<file path="config.mk">
export PLATFORM = sky130hd
export DESIGN_NAME = dda_line_rasterizer
export DESIGN_NICKNAME = d
export VERILOG_FILES = /design/src/hw/rtl/dda_pkg.sv /design/src/hw/rtl/dda_line_rasterizer.sv /design/src/hw/rtl/dda_div.sv /design/src/hw/rtl/dda_front.sv /design/src/hw/rtl/dda_queue.sv /design/src/hw/rtl/dda_back.sv
export SDC_FILE = /design/constraint.sdc
export NUM_CORES = 1
export LEC_CHECK = 0
export BUFFER_PORTS_ARGS = -buffer_cell sky130_fd_sc_hd__buf_2
export CAP_MARGIN = 20
export CORE_MARGIN = 5
export CORE_UTILIZATION = 55
export CTS_CLUSTER_DIAMETER = 40
export DETAILED_ROUTE_END_ITERATION = 8
export HOLD_SLACK_MARGIN = 0.08
export PLACE_DENSITY = 0.69
export SYNTH_ARGS = -nofsm -noshare
export SYNTH_HDL_FRONTEND = slang
export SYNTH_SLANG_ARGS = --single-unit
</file>
<file path="constraint.sdc">
create_clock -name clk_i -period 7.8 [get_ports clk_i]
set_input_delay 1.95 -clock clk_i [delete_from_list [all_inputs] [get_ports clk_i]]
set_output_delay 1.95 -clock clk_i [all_outputs]
set_load 0.05 [all_outputs]
</file>
<file path="src/hw/rtl/dda_pkg.sv">
// ----------------------------------------------------------------------------
// dda_pkg
// Shared constants and types of the DDA line rasterizer.
// ----------------------------------------------------------------------------
package dda_pkg;

  localparam int XW            = 6;
  localparam int YW            = 5;
  localparam int STEP_W        = (XW > YW) ? XW : YW;
  localparam int COUNT_W       = STEP_W + 1;
  localparam int CANVAS_WIDTH  = 64;
  localparam int CANVAS_HEIGHT = 32;
  localparam int FRACTION_BITS = 16;
  localparam int QUEUE_DEPTH   = 2;
  localparam int MAX_PIXELS    = 1 << STEP_W;

  localparam int IN_FIELDS_W   = 2 * XW + 2 * YW;
  localparam int IN_TDATA_W    = ((IN_FIELDS_W + 7) / 8) * 8;
  localparam int OUT_FIELDS_W  = XW + YW;
  localparam int OUT_TDATA_W   = ((OUT_FIELDS_W + 7) / 8) * 8;

  typedef enum logic [2:0] {
    FE_IDLE = 3'b001,
    FE_DIV  = 3'b010,
    FE_PUSH = 3'b100
  } fe_state_e;

endpackage

</file>
<file path="src/hw/rtl/dda_line_rasterizer.sv">
// ----------------------------------------------------------------------------
// dda_line_rasterizer
// DDA line rasterizer: one segment in, one pixel stream with a last marker out.
// ----------------------------------------------------------------------------
//  channel   dir  transaction   payload
//  s_axis    in   one segment   tdata: start_x, start_y, end_x, end_y
//  m_axis    out  one pixel     tdata: pixel_x, pixel_y; tlast: last_pixel
//
//  A segment of n steps emits n+1 pixels, one per cycle while m_axis is not
//  stalled, once the emitter has loaded it. The front end divides a non-zero
//  segment in FE_DIV and then pushes it to the queue in FE_PUSH; a zero-length
//  segment skips the division. This work overlaps the previous segment's
//  emission through a 2-entry queue.
//  Reset is asynchronous, active low, and leaves the block idle and empty.
//  Stalls on m_axis hold the output register; s_axis is refused from an
//  acceptance until the front end has pushed that segment into the queue.
// ----------------------------------------------------------------------------
module dda_line_rasterizer #(
  parameter int FRACTION_BITS = dda_pkg::FRACTION_BITS
) (
  input  logic                           clk_i,
  input  logic                           rst_ni,
  input  logic                           s_axis_tvalid,
  output logic                           s_axis_tready,
  // start_x[5:0], start_y[10:6], end_x[16:11], end_y[21:17], zeros above
  input  logic [dda_pkg::IN_TDATA_W-1:0] s_axis_tdata,
  output logic                           m_axis_tvalid,
  input  logic                           m_axis_tready,
  // pixel_x[5:0], pixel_y[10:6], zeros above
  output logic [dda_pkg::OUT_TDATA_W-1:0] m_axis_tdata,
  output logic                           m_axis_tlast
);

  localparam int XW      = dda_pkg::XW;
  localparam int YW      = dda_pkg::YW;
  localparam int INC_W   = FRACTION_BITS + 2;
  localparam int ENTRY_W = 2 * INC_W + XW + YW + dda_pkg::STEP_W;

  logic               push_valid;
  logic               push_ready;
  logic [ENTRY_W-1:0] push_entry;
  logic               pop_valid, pop_ready;
  logic [ENTRY_W-1:0] pop_entry;
  logic [XW-1:0]      pixel_x;
  logic [YW-1:0]      pixel_y;

  dda_front #(
    .FRACTION_BITS (FRACTION_BITS)
  ) u_front (
    .clk_i        (clk_i),
    .rst_ni       (rst_ni),
    .in_valid_i   (s_axis_tvalid),
    .in_ready_o   (s_axis_tready),
    .start_x_i    (s_axis_tdata[XW-1:0]),
    .start_y_i    (s_axis_tdata[XW +: YW]),
    .end_x_i      (s_axis_tdata[XW + YW +: XW]),
    .end_y_i      (s_axis_tdata[2 * XW + YW +: YW]),
    .push_valid_o (push_valid),
    .push_ready_i (push_ready),
    .entry_o      (push_entry)
  );

  dda_queue #(
    .WIDTH (ENTRY_W),
    .DEPTH (dda_pkg::QUEUE_DEPTH)
  ) u_queue (
    .clk_i      (clk_i),
    .rst_ni     (rst_ni),
    .wr_valid_i (push_valid),
    .wr_ready_o (push_ready),
    .wr_data_i  (push_entry),
    .rd_valid_o (pop_valid),
    .rd_ready_i (pop_ready),
    .rd_data_o  (pop_entry)
  );

  dda_back #(
    .FRACTION_BITS (FRACTION_BITS)
  ) u_back (
    .clk_i         (clk_i),
    .rst_ni        (rst_ni),
    .entry_valid_i (pop_valid),
    .entry_ready_o (pop_ready),
    .entry_i       (pop_entry),
    .out_valid_o   (m_axis_tvalid),
    .out_ready_i   (m_axis_tready),
    .pixel_x_o     (pixel_x),
    .pixel_y_o     (pixel_y),
    .last_pixel_o  (m_axis_tlast)
  );

  assign m_axis_tdata = dda_pkg::OUT_TDATA_W'({pixel_y, pixel_x});

endmodule

</file>
<file path="src/hw/rtl/dda_div.sv">
// ----------------------------------------------------------------------------
// dda_div
// Restoring divider, one quotient bit per cycle: (num << FRAC_W) / den.
// ----------------------------------------------------------------------------
module dda_div #(
  parameter int NUM_W  = dda_pkg::STEP_W,
  parameter int FRAC_W = dda_pkg::FRACTION_BITS
) (
  input  logic                    clk_i,
  input  logic                    rst_ni,
  input  logic                    start_i,
  input  logic [NUM_W-1:0]        num_i,
  input  logic [NUM_W-1:0]        den_i,
  output logic                    done_o,
  output logic [NUM_W+FRAC_W-1:0] quo_o
);

  localparam int DVD_W = NUM_W + FRAC_W;
  localparam int CNT_W = $clog2(DVD_W + 1);

  logic [DVD_W-1:0] dvd_q;
  logic [NUM_W-1:0] rem_q;
  logic [NUM_W-1:0] den_q;
  logic [DVD_W-1:0] quo_q;
  logic [CNT_W-1:0] cnt_q;
  logic             busy_q;
  logic             done_q;
  logic [NUM_W:0]   rem_sh;
  logic [NUM_W:0]   rem_new;
  logic             fits;

  always_comb begin
    rem_sh  = {rem_q, dvd_q[DVD_W-1]};
    fits    = rem_sh >= {1'b0, den_q};
    rem_new = fits ? (rem_sh - {1'b0, den_q}) : rem_sh;
  end

  always_ff @(posedge clk_i or negedge rst_ni) begin
    if (!rst_ni) begin
      cnt_q  <= '0;
      busy_q <= 1'b0;
      done_q <= 1'b0;
    end else if (start_i) begin
      cnt_q  <= CNT_W'(DVD_W);
      busy_q <= 1'b1;
      done_q <= 1'b0;
    end else if (busy_q) begin
      cnt_q <= cnt_q - CNT_W'(1);
      if (cnt_q == CNT_W'(1)) begin
        busy_q <= 1'b0;
        done_q <= 1'b1;
      end
    end else begin
      done_q <= 1'b0;
    end
  end

  always_ff @(posedge clk_i) begin
    if (start_i) begin
      dvd_q <= {num_i, {FRAC_W{1'b0}}};
      rem_q <= '0;
      den_q <= den_i;
      quo_q <= '0;
    end else if (busy_q) begin
      dvd_q <= {dvd_q[DVD_W-2:0], 1'b0};
      rem_q <= rem_new[NUM_W-1:0];
      quo_q <= {quo_q[DVD_W-2:0], fits};
    end
  end

  assign done_o = done_q;
  assign quo_o  = quo_q;

endmodule

</file>
<file path="src/hw/rtl/dda_front.sv">
// ----------------------------------------------------------------------------
// dda_front
// Clamps a segment, classifies it, and computes its per-step increments.
// ----------------------------------------------------------------------------
module dda_front #(
  parameter  int FRACTION_BITS = dda_pkg::FRACTION_BITS,
  localparam int INC_W   = FRACTION_BITS + 2,
  localparam int ENTRY_W = 2 * INC_W + dda_pkg::XW + dda_pkg::YW + dda_pkg::STEP_W
) (
  input  logic                   clk_i,
  input  logic                   rst_ni,
  input  logic                   in_valid_i,
  output logic                   in_ready_o,
  input  logic [dda_pkg::XW-1:0] start_x_i,
  input  logic [dda_pkg::YW-1:0] start_y_i,
  input  logic [dda_pkg::XW-1:0] end_x_i,
  input  logic [dda_pkg::YW-1:0] end_y_i,
  output logic                   push_valid_o,
  input  logic                   push_ready_i,
  output logic [ENTRY_W-1:0]     entry_o
);

  localparam int XW     = dda_pkg::XW;
  localparam int YW     = dda_pkg::YW;
  localparam int STEP_W = dda_pkg::STEP_W;
  localparam int QUO_W  = STEP_W + FRACTION_BITS;

  dda_pkg::fe_state_e state_q, state_d;

  logic [XW-1:0]     sx, ex, sx_q;
  logic [YW-1:0]     sy, ey, sy_q;
  logic signed [XW:0] dx;
  logic signed [YW:0] dy;
  logic [XW-1:0]     adx;
  logic [YW-1:0]     ady;
  logic [STEP_W-1:0] adx_w, ady_w, steps, steps_q;
  logic              xneg_q, yneg_q, zero_q;
  logic              accept, div_start, x_done, y_done, div_done;
  logic [QUO_W-1:0]  x_quo, y_quo;
  logic [INC_W-1:0]  x_mag, y_mag, x_inc, y_inc;

  always_comb begin
    sx = start_x_i;
    if (int'(start_x_i) > dda_pkg::CANVAS_WIDTH - 1) sx = XW'(dda_pkg::CANVAS_WIDTH - 1);
    ex = end_x_i;
    if (int'(end_x_i) > dda_pkg::CANVAS_WIDTH - 1) ex = XW'(dda_pkg::CANVAS_WIDTH - 1);
    sy = start_y_i;
    if (int'(start_y_i) > dda_pkg::CANVAS_HEIGHT - 1) sy = YW'(dda_pkg::CANVAS_HEIGHT - 1);
    ey = end_y_i;
    if (int'(end_y_i) > dda_pkg::CANVAS_HEIGHT - 1) ey = YW'(dda_pkg::CANVAS_HEIGHT - 1);
    dx    = $signed({1'b0, ex}) - $signed({1'b0, sx});
    dy    = $signed({1'b0, ey}) - $signed({1'b0, sy});
    adx   = dx[XW] ? XW'(-dx) : dx[XW-1:0];
    ady   = dy[YW] ? YW'(-dy) : dy[YW-1:0];
    adx_w = STEP_W'(adx);
    ady_w = STEP_W'(ady);
    steps = (adx_w > ady_w) ? adx_w : ady_w;
  end

  assign in_ready_o = (state_q == dda_pkg::FE_IDLE);
  assign accept     = in_valid_i && in_ready_o;
  assign div_start  = accept && (steps != '0);
  assign div_done   = x_done && y_done;

  dda_div #(
    .NUM_W  (STEP_W),
    .FRAC_W (FRACTION_BITS)
  ) u_div_x (
    .clk_i   (clk_i),
    .rst_ni  (rst_ni),
    .start_i (div_start),
    .num_i   (adx_w),
    .den_i   (steps),
    .done_o  (x_done),
    .quo_o   (x_quo)
  );

  dda_div #(
    .NUM_W  (STEP_W),
    .FRAC_W (FRACTION_BITS)
  ) u_div_y (
    .clk_i   (clk_i),
    .rst_ni  (rst_ni),
    .start_i (div_start),
    .num_i   (ady_w),
    .den_i   (steps),
    .done_o  (y_done),
    .quo_o   (y_quo)
  );

  always_comb begin
    state_d = state_q;
    unique case (state_q)
      dda_pkg::FE_IDLE: begin
        if (accept) state_d = (steps == '0) ? dda_pkg::FE_PUSH : dda_pkg::FE_DIV;
      end
      dda_pkg::FE_DIV: begin
        if (div_done) state_d = dda_pkg::FE_PUSH;
      end
      dda_pkg::FE_PUSH: begin
        if (push_ready_i) state_d = dda_pkg::FE_IDLE;
      end
      default: state_d = dda_pkg::FE_IDLE;
    endcase
  end

  always_ff @(posedge clk_i or negedge rst_ni) begin
    if (!rst_ni) begin
      state_q <= dda_pkg::FE_IDLE;
    end else begin
      state_q <= state_d;
    end
  end

  always_ff @(posedge clk_i) begin
    if (accept) begin
      sx_q    <= sx;
      sy_q    <= sy;
      steps_q <= steps;
      xneg_q  <= dx[XW];
      yneg_q  <= dy[YW];
      zero_q  <= (steps == '0);
    end
  end

  always_comb begin
    x_mag = {1'b0, x_quo[FRACTION_BITS:0]};
    y_mag = {1'b0, y_quo[FRACTION_BITS:0]};
    if (zero_q) begin
      x_inc = '0;
      y_inc = '0;
    end else begin
      x_inc = xneg_q ? (-x_mag) : x_mag;
      y_inc = yneg_q ? (-y_mag) : y_mag;
    end
  end

  assign push_valid_o = (state_q == dda_pkg::FE_PUSH);
  assign entry_o      = {x_inc, y_inc, sx_q, sy_q, steps_q};

endmodule

</file>
<file path="src/hw/rtl/dda_queue.sv">
// ----------------------------------------------------------------------------
// dda_queue
// Small FIFO between the increment front end and the pixel emitter.
// ----------------------------------------------------------------------------
module dda_queue #(
  parameter int WIDTH = 8,
  parameter int DEPTH = dda_pkg::QUEUE_DEPTH
) (
  input  logic             clk_i,
  input  logic             rst_ni,
  input  logic             wr_valid_i,
  output logic             wr_ready_o,
  input  logic [WIDTH-1:0] wr_data_i,
  output logic             rd_valid_o,
  input  logic             rd_ready_i,
  output logic [WIDTH-1:0] rd_data_o
);

  localparam int PTR_W = (DEPTH > 1) ? $clog2(DEPTH) : 1;
  localparam int CNT_W = $clog2(DEPTH + 1);

  logic [WIDTH-1:0] mem_q [DEPTH];
  logic [PTR_W-1:0] wr_ptr_q, rd_ptr_q;
  logic [CNT_W-1:0] cnt_q;
  logic             do_wr, do_rd;

  assign wr_ready_o = (cnt_q != CNT_W'(DEPTH));
  assign rd_valid_o = (cnt_q != '0);
  assign do_wr      = wr_valid_i && wr_ready_o;
  assign do_rd      = rd_valid_o && rd_ready_i;
  assign rd_data_o  = mem_q[rd_ptr_q];

  always_ff @(posedge clk_i or negedge rst_ni) begin
    if (!rst_ni) begin
      wr_ptr_q <= '0;
      rd_ptr_q <= '0;
      cnt_q    <= '0;
    end else begin
      if (do_wr) begin
        wr_ptr_q <= (wr_ptr_q == PTR_W'(DEPTH - 1)) ? '0 : wr_ptr_q + PTR_W'(1);
      end
      if (do_rd) begin
        rd_ptr_q <= (rd_ptr_q == PTR_W'(DEPTH - 1)) ? '0 : rd_ptr_q + PTR_W'(1);
      end
      if (do_wr && !do_rd) begin
        cnt_q <= cnt_q + CNT_W'(1);
      end else if (do_rd && !do_wr) begin
        cnt_q <= cnt_q - CNT_W'(1);
      end
    end
  end

  always_ff @(posedge clk_i) begin
    if (do_wr) mem_q[wr_ptr_q] <= wr_data_i;
  end

endmodule

</file>
<file path="src/hw/rtl/dda_back.sv">
// ----------------------------------------------------------------------------
// dda_back
// Steps the fixed-point accumulators and emits one pixel per cycle while the output is not stalled.
// ----------------------------------------------------------------------------
module dda_back #(
  parameter  int FRACTION_BITS = dda_pkg::FRACTION_BITS,
  localparam int INC_W   = FRACTION_BITS + 2,
  localparam int ENTRY_W = 2 * INC_W + dda_pkg::XW + dda_pkg::YW + dda_pkg::STEP_W
) (
  input  logic                   clk_i,
  input  logic                   rst_ni,
  input  logic                   entry_valid_i,
  output logic                   entry_ready_o,
  input  logic [ENTRY_W-1:0]     entry_i,
  output logic                   out_valid_o,
  input  logic                   out_ready_i,
  output logic [dda_pkg::XW-1:0] pixel_x_o,
  output logic [dda_pkg::YW-1:0] pixel_y_o,
  output logic                   last_pixel_o
);

  localparam int XW      = dda_pkg::XW;
  localparam int YW      = dda_pkg::YW;
  localparam int STEP_W  = dda_pkg::STEP_W;
  localparam int COUNT_W = dda_pkg::COUNT_W;
  localparam int XAW     = XW + FRACTION_BITS + 1;
  localparam int YAW     = YW + FRACTION_BITS + 1;

  logic signed [INC_W-1:0] e_x_inc, e_y_inc, x_inc_q, y_inc_q;
  logic [XW-1:0]           e_sx;
  logic [YW-1:0]           e_sy;
  logic [STEP_W-1:0]       e_steps;
  logic signed [XAW-1:0]   x_acc_q;
  logic signed [YAW-1:0]   y_acc_q;
  logic [COUNT_W-1:0]      left_q;
  logic                    busy_q, out_valid_q;
  logic [XW-1:0]           pix_x, pix_x_q;
  logic [YW-1:0]           pix_y, pix_y_q;
  logic                    last_q;
  logic                    pop, emit;

  assign {e_x_inc, e_y_inc, e_sx, e_sy, e_steps} = entry_i;

  assign emit          = busy_q && (!out_valid_q || out_ready_i);
  assign pop           = !busy_q && entry_valid_i;
  assign entry_ready_o = !busy_q;

  always_comb begin
    pix_x = x_acc_q[XAW-1] ? '0 : x_acc_q[FRACTION_BITS +: XW];
    pix_y = y_acc_q[YAW-1] ? '0 : y_acc_q[FRACTION_BITS +: YW];
  end

  always_ff @(posedge clk_i or negedge rst_ni) begin
    if (!rst_ni) begin
      busy_q      <= 1'b0;
      left_q      <= '0;
      out_valid_q <= 1'b0;
    end else begin
      if (pop) begin
        busy_q <= 1'b1;
        left_q <= COUNT_W'(e_steps) + COUNT_W'(1);
      end else if (emit) begin
        left_q <= left_q - COUNT_W'(1);
        if (left_q == COUNT_W'(1)) busy_q <= 1'b0;
      end
      if (emit) begin
        out_valid_q <= 1'b1;
      end else if (out_ready_i) begin
        out_valid_q <= 1'b0;
      end
    end
  end

  always_ff @(posedge clk_i) begin
    if (pop) begin
      x_acc_q <= $signed({1'b0, e_sx, 1'b1, {(FRACTION_BITS - 1){1'b0}}});
      y_acc_q <= $signed({1'b0, e_sy, 1'b1, {(FRACTION_BITS - 1){1'b0}}});
      x_inc_q <= e_x_inc;
      y_inc_q <= e_y_inc;
    end else if (emit) begin
      x_acc_q <= x_acc_q + XAW'(x_inc_q);
      y_acc_q <= y_acc_q + YAW'(y_inc_q);
    end
    if (emit) begin
      pix_x_q <= pix_x;
      pix_y_q <= pix_y;
      last_q  <= (left_q == COUNT_W'(1));
    end
  end

  assign out_valid_o  = out_valid_q;
  assign pixel_x_o    = pix_x_q;
  assign pixel_y_o    = pix_y_q;
  assign last_pixel_o = last_q;

endmodule

</file>
# Yosys cells after proc, flatten, opt, wreduce, memory -nomap -nowiden

Memories as Yosys holds them, arrays and structs flattened.
Cells that the tools add are included.

Output and inout bits: 19
Memories: 1
Register bits after elaboration: 207
Memory bits (writable): 106

Memory list:

| memory        | depth | width | rd ports | clocked after Yosys merged registers in | wr ports | RTL line        | source |
|---|---|---|---|---|---|---|---|
| u_queue.mem_q | 2     | 53    | 1        | 0                                       | 1        | dda_queue.sv:22 | `logic [WIDTH-1:0] mem_q [DEPTH];` |

Add/sub/neg operators: 18
Equality and inequality tests: 12
Magnitude comparators: 3
Reductions and logical operators: 24
Multiplexer cells: 51

Operators by type and width:

| cell                                             | count |
|---|---|
| two-way mux 22 bit                               | 4 |
| two-way mux 21 bit                               | 4 |
| two-way mux 18 bit                               | 4 |
| negation 17 -> 18 bit                            | 2 |
| two-way mux 5 bit                                | 5 |
| two-way mux 6 bit                                | 4 |
| adder 23 x 18 -> 23 bit                          | 1 |
| adder 22 x 18 -> 22 bit                          | 1 |
| two-way mux 1 bit                                | 21 |
| >= comparator 7 x 6 -> 1 bit                     | 2 |
| two-way mux 7 bit                                | 2 |
| nonzero test 2 bit                               | 7 |
| two-way mux 3 bit                                | 4 |
| subtractor 6 bit                                 | 2 |
| == test 5 x 1 -> 1 bit, second input constant    | 2 |
| subtractor 5 x 1 -> 5 bit, second input constant | 2 |
| case mux 3 bit (3 select lines)                  | 1 |
| logical AND 1 bit                                | 8 |
| adder 6 x 1 -> 7 bit, second input constant      | 1 |
| == test 7 x 1 -> 1 bit, second input constant    | 1 |
| subtractor 6 x 6 -> 7 bit                        | 1 |
| subtractor 7 x 1 -> 7 bit, second input constant | 1 |
| greater-than comparator 6 x 5 -> 1 bit           | 1 |
| logical NOT 6 bit                                | 1 |
| 18 further kinds                                 | 26 |

# Logic depth before layout (Yosys ltp)

Depth in word-level cells: 9
Mapped depth: 19

# Modules after synthesis

From an unflattened synthesis, not the netlist that was laid out.

Cells, all modules: 1471
Area, all modules: 16956.3 um^2

Modules (own cells, without submodules):

| module              | cells each | area an instance (um^2) | times used |
|---|---|---|---|
| dda_back            | 576        | 5779.3                  | 1 |
| dda_queue           | 183        | 4269.1                  | 1 |
| dda_div             | 191        | 2094.5                  | 2 |
| dda_front           | 324        | 2677.6                  | 1 |
| dda_line_rasterizer | 6          | 41.3                    | 1 |

# Worst setup path before layout

Ideal clock, no wire load.

Path type: input to register
Start: in s_axis_tdata[11] (netlist name)
End: reg u_front.u_div_x.dvd_q[16], enable pin
Setup slack: 1583 ps
Data required time: 7423 ps
Stages on the path: 18
Library setup time: 377 ps
Arrival time: 5839 ps
Path through: inv_1 > ha_1 > fa_1 > nor2b_1 > nor3_1 > o31ai_1 > nor2_1 > a21oi_1 > ha_1 > nor2b_1 > o21ai_0 > nand2b_1 > a211oi_1 > o21ai_4 > mux2_4 > and2_1 > buf_2 > o21ai_0

Cells in the longest elaborated chain, start to end: 8

RTL lines:

| item                                   | RTL line                  | source |
|---|---|---|
| start, declared                        | dda_line_rasterizer.sv:26 | `input logic [dda_pkg::IN_TDATA_W-1:0] s_axis_tdata,` |
| subtractor 6 x 6 -> 7 bit *            | dda_front.sv:51           | `dx = $signed({1'b0, ex}) - $signed({1'b0, sx});` |
| negation 6 bit                         | dda_front.sv:53           | `adx = dx[XW] ? XW'(-dx) : dx[XW-1:0];` |
| two-way mux 6 bit *                    | dda_front.sv:53           |  |
| greater-than comparator 6 x 5 -> 1 bit | dda_front.sv:57           | `steps = (adx_w > ady_w) ? adx_w : ady_w;` |
| two-way mux 6 bit *                    | dda_front.sv:57           |  |
| nonzero test 6 bit *                   | dda_front.sv:62           | `assign div_start = accept && (steps != '0);` |
| logical AND 1 bit *                    | dda_front.sv:62           |  |
| nonzero test 2 bit (no line) *         | --                        |  |
| end signal, assigned                   | dda_div.sv:60             | `dvd_q <= {num_i, {FRAC_W{1'b0}}};` |
| end signal, assigned                   | dda_div.sv:65             | `dvd_q <= {dvd_q[DVD_W-2:0], 1'b0};` |
| end, declared                          | dda_div.sv:21             | `logic [DVD_W-1:0] dvd_q;` |

Every way passes the cells marked *; elsewhere a longest branch is shown, timed or not.
A chain may end at the register's enable or synchronous reset.

# Worst setup path after layout

Start: in s_axis_tdata[0] (netlist name)
End: reg u_front.u_div_y.dvd_q[18], enable pin

Cells in the longest elaborated chain, start to end: 8

RTL lines:

| item                                   | RTL line |
|---|---|
| subtractor 6 x 6 -> 7 bit *            | dda_front.sv:51 |
| negation 6 bit                         | dda_front.sv:53 |
| two-way mux 6 bit *                    | dda_front.sv:53 |
| greater-than comparator 6 x 5 -> 1 bit | dda_front.sv:57 |
| two-way mux 6 bit *                    | dda_front.sv:57 |
| nonzero test 6 bit *                   | dda_front.sv:62 |
| logical AND 1 bit *                    | dda_front.sv:62 |
| nonzero test 2 bit (no line) *         | -- |
| end signal, assigned                   | dda_div.sv:60 |
| end signal, assigned                   | dda_div.sv:65 |
| end, declared                          | dda_div.sv:21 |

Marked as above.

==> results.json <==
{
  "synth_edf_count": 202,
  "cts_root_buffer": "clkbuf_16",
  "viasPerCell": 5.50,
  "avgSynthCellArea_um2": 11.7,
  "die_area_um2": 31400,
  "path_cells": "buf_2, ha_1, fa_1, nor2b_1, nor3_1, o31ai_1, buf_4, nor2_1, a21oi_1, ha_1, nor2b_1, o21ai_0, nand2b_1, a211oi_1, o21ai_4, mux2_4, and2_1, o21ai_0",
  "status": "finished clean",
  "period_share_pct": 77.3,
  "synthCells": 1320,
  "core_um2": 27700,
  "wl_per_cell_um": 16.1,
  "worst_ir_drop_vdd_uv": 348,
  "rsz0062_at_grt": "false",
  "grt_pass1_vias": 9635,
  "finalNetCount": 1493,
  "cts_hold_buf": 0,
  "worst_setup_path_start_kind": "primary input",
  "cp.required_ps": 7960,
  "synthArstFlopShare_pct": 9.58,
  "worstMarginPinSlew_ps": 885,
  "vias": 9840,
  "max-cap-violations": 0,
  "netlist_area_um2": 15400,
  "numCtsBuffers": 44,
  "h-tree-depth": 2,
  "synth_warnings": 0,
  "synth-simple-area-share_pct": 10.1,
  "grt_first_pass_wirelength_mm": 47.6,
  "layout-drive-gt1-share_pct": 13.8,
  "hold_path.class": "flip-flop to flip-flop",
  "yosys.area_share.adder_pct": 7.53,
  "antennaDiodeCount": 0,
  "start_util_pct": 55.5,
  "path_class": "primary input to flip-flop",
  "power.density_nw_per_um2": 368,
  "min_period_ps": 6030,
  "cts_tree": "built",
  "synthXorXnorAreaFrac_pct": 5.58,
  "cts.clk_slew.worst_paths_ps": 60,
  "setup_slack_ps": 1770,
  "tns_ps": 0,
  "ios": 47,
  "crit_buf_inv": 2,
  "detail-route-antenna-nets": 0,
  "skew_ps": 14.1,
  "clock-sinks": 313,
  "grt_use_total_pct": 18.6,
  "post_cts_buffers": 0,
  "portBuffers": 39,
  "cpMaxStageDelayCell": "o21ai_0",
  "yosysSeqAreaShare_pct": 54.9,
  "synthMuxAreaShare_pct": 7.73,
  "seqCellArea_um2": 8440,
  "rows": 61,
  "synth.distinct_cells": 69,
  "hold_viol": 0,
  "cts-resized-gates": 0,
  "p_leak_nw": 7.22,
  "drt_iter0_drc": 549,
  "antenna_found_initial": 0,
  "fillCellCount": 2196,
  "cp_top_family": "compound AO/OA/AOI/OAI gates",
  "die_y_um": 177,
  "mostFrequentLayoutCells": "edfxtp_1, nor2_1, ha_1, dfxtp_1, nand2_1",
  "max_stage_delay_ps": 630,
  "slew_viol_final": 0,
  "dp_slack_ps": 1210,
  "layout_commonest_cell": "edfxtp_1",
  "ys_ff_latch": 313,
  "drc": 0,
  "die_w_um": 177,
  "place_congestion": 0.818,
  "crit_path_end_kind": "flip-flop",
  "gr-total-overflow": 0,
  "ys.flop_type": "edfxtp_1",
  "grt_max_degree": 67,
  "setup_violations": 0,
  "clockBufferDepth": 3,
  "drt_wl_total_mm": 28.8,
  "slew_headroom_pct": 41.0,
  "synth_compound_area_share_pct": 11.0,
  "synth_top_family_by_area": "compound AO/OA/AOI/OAI gates",
  "fmax_mhz": 166,
  "insertion_delay_ps": 530,
  "crit_arrival_ps": 6180,
  "multi_input_area_um2": 6490,
  "dr.pass1.iters": 5,
  "hpwl_mm": 19.3,
  "synthToLayoutAreaGrowth_pct": 13.5,
  "path_max_fanout": 13
}
[cell families (layout without fill, tap and decap cells)]
group / Yosys count / count (layout)
flip-flops: 313 / 313
adder cells (fa/ha/maj): 89 / 89
multiplexers: 110 / 110
buffers and inverters: 117 / 204
AO/OA/AOI/OAI: 258 / 258
AND/OR/NAND/NOR: 334 / 334
other: 1 / 5
XOR/XNOR: 98 / 98
[final timing paths]
kind                                                 from                                    to  slack, ps  cells after the start
setup reg to reg           u_back.y_acc_q[0]$_SDFFE_PP0P_          u_back.y_acc_q[18]$_DFFE_PP_       4370                     13
min in group asynchronous                          rst_ni  u_front.u_div_x.cnt_q[0]$_DFFE_PN0P_       1490                      1
setup / recovery                          s_axis_tdata[0]   u_front.u_div_y.dvd_q[18]$_DFFE_PP_       1770                     18
max in group asynchronous                          rst_ni          u_queue.rd_ptr_q$_DFFE_PN0P_       5770                      1
hold reg to reg              u_front.steps_q[4]$_DFFE_PP_         u_queue.mem_q[1][4]$_DFFE_PP_        440                      0
hold / removal               u_front.steps_q[4]$_DFFE_PP_         u_queue.mem_q[1][4]$_DFFE_PP_        440                      0
[through the flow]
stage	instances	hold WS (ps)	total power [mW]	cell area (um^2)	util (%)
2_1_floorplan	1324	421	4.07	15400	-
3_3_place_gp	1708	424	4.42	16000	57.7
3_5_place_dp	1708	430	4.50	16000	57.7
4_1_cts	1789	442	6.48	17500	63.0
5_1_grt	1789	466	6.88	17500	63.0
6_report	1789	443	6.43	17500	63.0
[layer usage]
metal / GRT usage [%] / up-vias / share of wire (%)
li1: - / 4909 / -
met1: 25.9 / 4677 / 47
met2: 30.3 / 187 / 46
met3: 3.10 / 67 / 4.6
met4: 5.77 / 0 / 2.4
met5: 0 / - / 0
[worst register-to-register path, stage by stage, from the launching register on]
cell	delay, ps
dfxtp_1	340
ha_1	200
inv_1	60
fa_1	390
nor2b_1	170
o21ai_0	110
a21boi_0	370
o41a_1	290
a2111oi_0	150
nor3_1	410
and2_1	220
o21ai_0	90
a221o_1	320
o22ai_1	150
[cells in the mapped netlist (all sizes together) (4+ instances only)]
| cell type | instances | share of area (%) |
|---|---|---|
| edfxtp | 202 | 39 |
| nor2 | 136 | 3.3 |
| ha | 83 | 6.7 |
| dfxtp | 81 | 11 |
| nand2 | 73 | 1.8 |
| o21ai | 72 | 2.4 |
| inv | 70 | 1.7 |
| mux2i | 60 | 3.9 |
| xor2 | 59 | 3.4 |
| a21oi | 57 | 1.9 |
| mux2 | 50 | 3.8 |
| xnor2 | 39 | 2.2 |
| clkbuf | 30 | 0.73 |
| dfrtp | 29 | 4.7 |
| nor2b | 27 | 1.1 |
| a21o | 21 | 1.0 |
| nand2b | 20 | 0.81 |
| a211oi | 17 | 1.0 |
| buf | 17 | 0.72 |
| nor3 | 17 | 0.55 |
| nand3 | 14 | 0.46 |
| o22ai | 13 | 0.53 |
| o31ai | 11 | 0.54 |
| o211ai | 10 | 0.49 |
| a22o | 6 | 0.34 |
| a31oi | 6 | 0.24 |
| and2 | 6 | 0.24 |
| fa | 6 | 0.78 |
| nor4 | 6 | 0.24 |
| o21a | 6 | 0.29 |
| or3 | 6 | 0.24 |
| nand3b | 5 | 0.24 |
| nand4 | 5 | 0.20 |
| o21bai | 5 | 0.24 |
| or4 | 5 | 0.24 |
| a21boi | 4 | 0.20 |
| nor3b | 4 | 0.20 |
| o41ai | 4 | 0.23 |
[registers in the layout, indices dropped and copies added (netlist names), 6 cells and up]
signal                 count
u_back.pixel_x_o           6
u_back.left_q              7
u_front.u_div_y.dvd_q      6
u_front.u_div_y.rem_q      6
u_front.u_div_y.quo_o     17
u_back.x_acc_q            23
u_front.u_div_x.den_q      6
u_front.u_div_x.dvd_q      6
u_back.x_inc_q            18
u_front.steps_q            6
u_back.y_inc_q            18
u_front.sx_q               6
u_front.u_div_x.quo_o     17
u_front.u_div_x.rem_q      6
u_queue.mem_q            106
u_back.y_acc_q            22
[report_power, final]
part	switching, mW	leakage, nW	internal (mW)
Sequential	0.257	2.90	2.19
Clock	0.746	0.714	1.21
Combinational	1.15	3.61	0.885
[area by class of cell]
cell class / instances / area share, %
Clock buffer: 54 / 6.82
Inverter: 70 / 1.51
Timing Repair Buffer: 53 / 1.79
Tap cell: 378 / 2.71
Clock inverter: 27 / 1.63
Multi-Input combinational cell: 894 / 37.2
Sequential cell: 313 / 48.4
(Power assumes the default switching activity.)
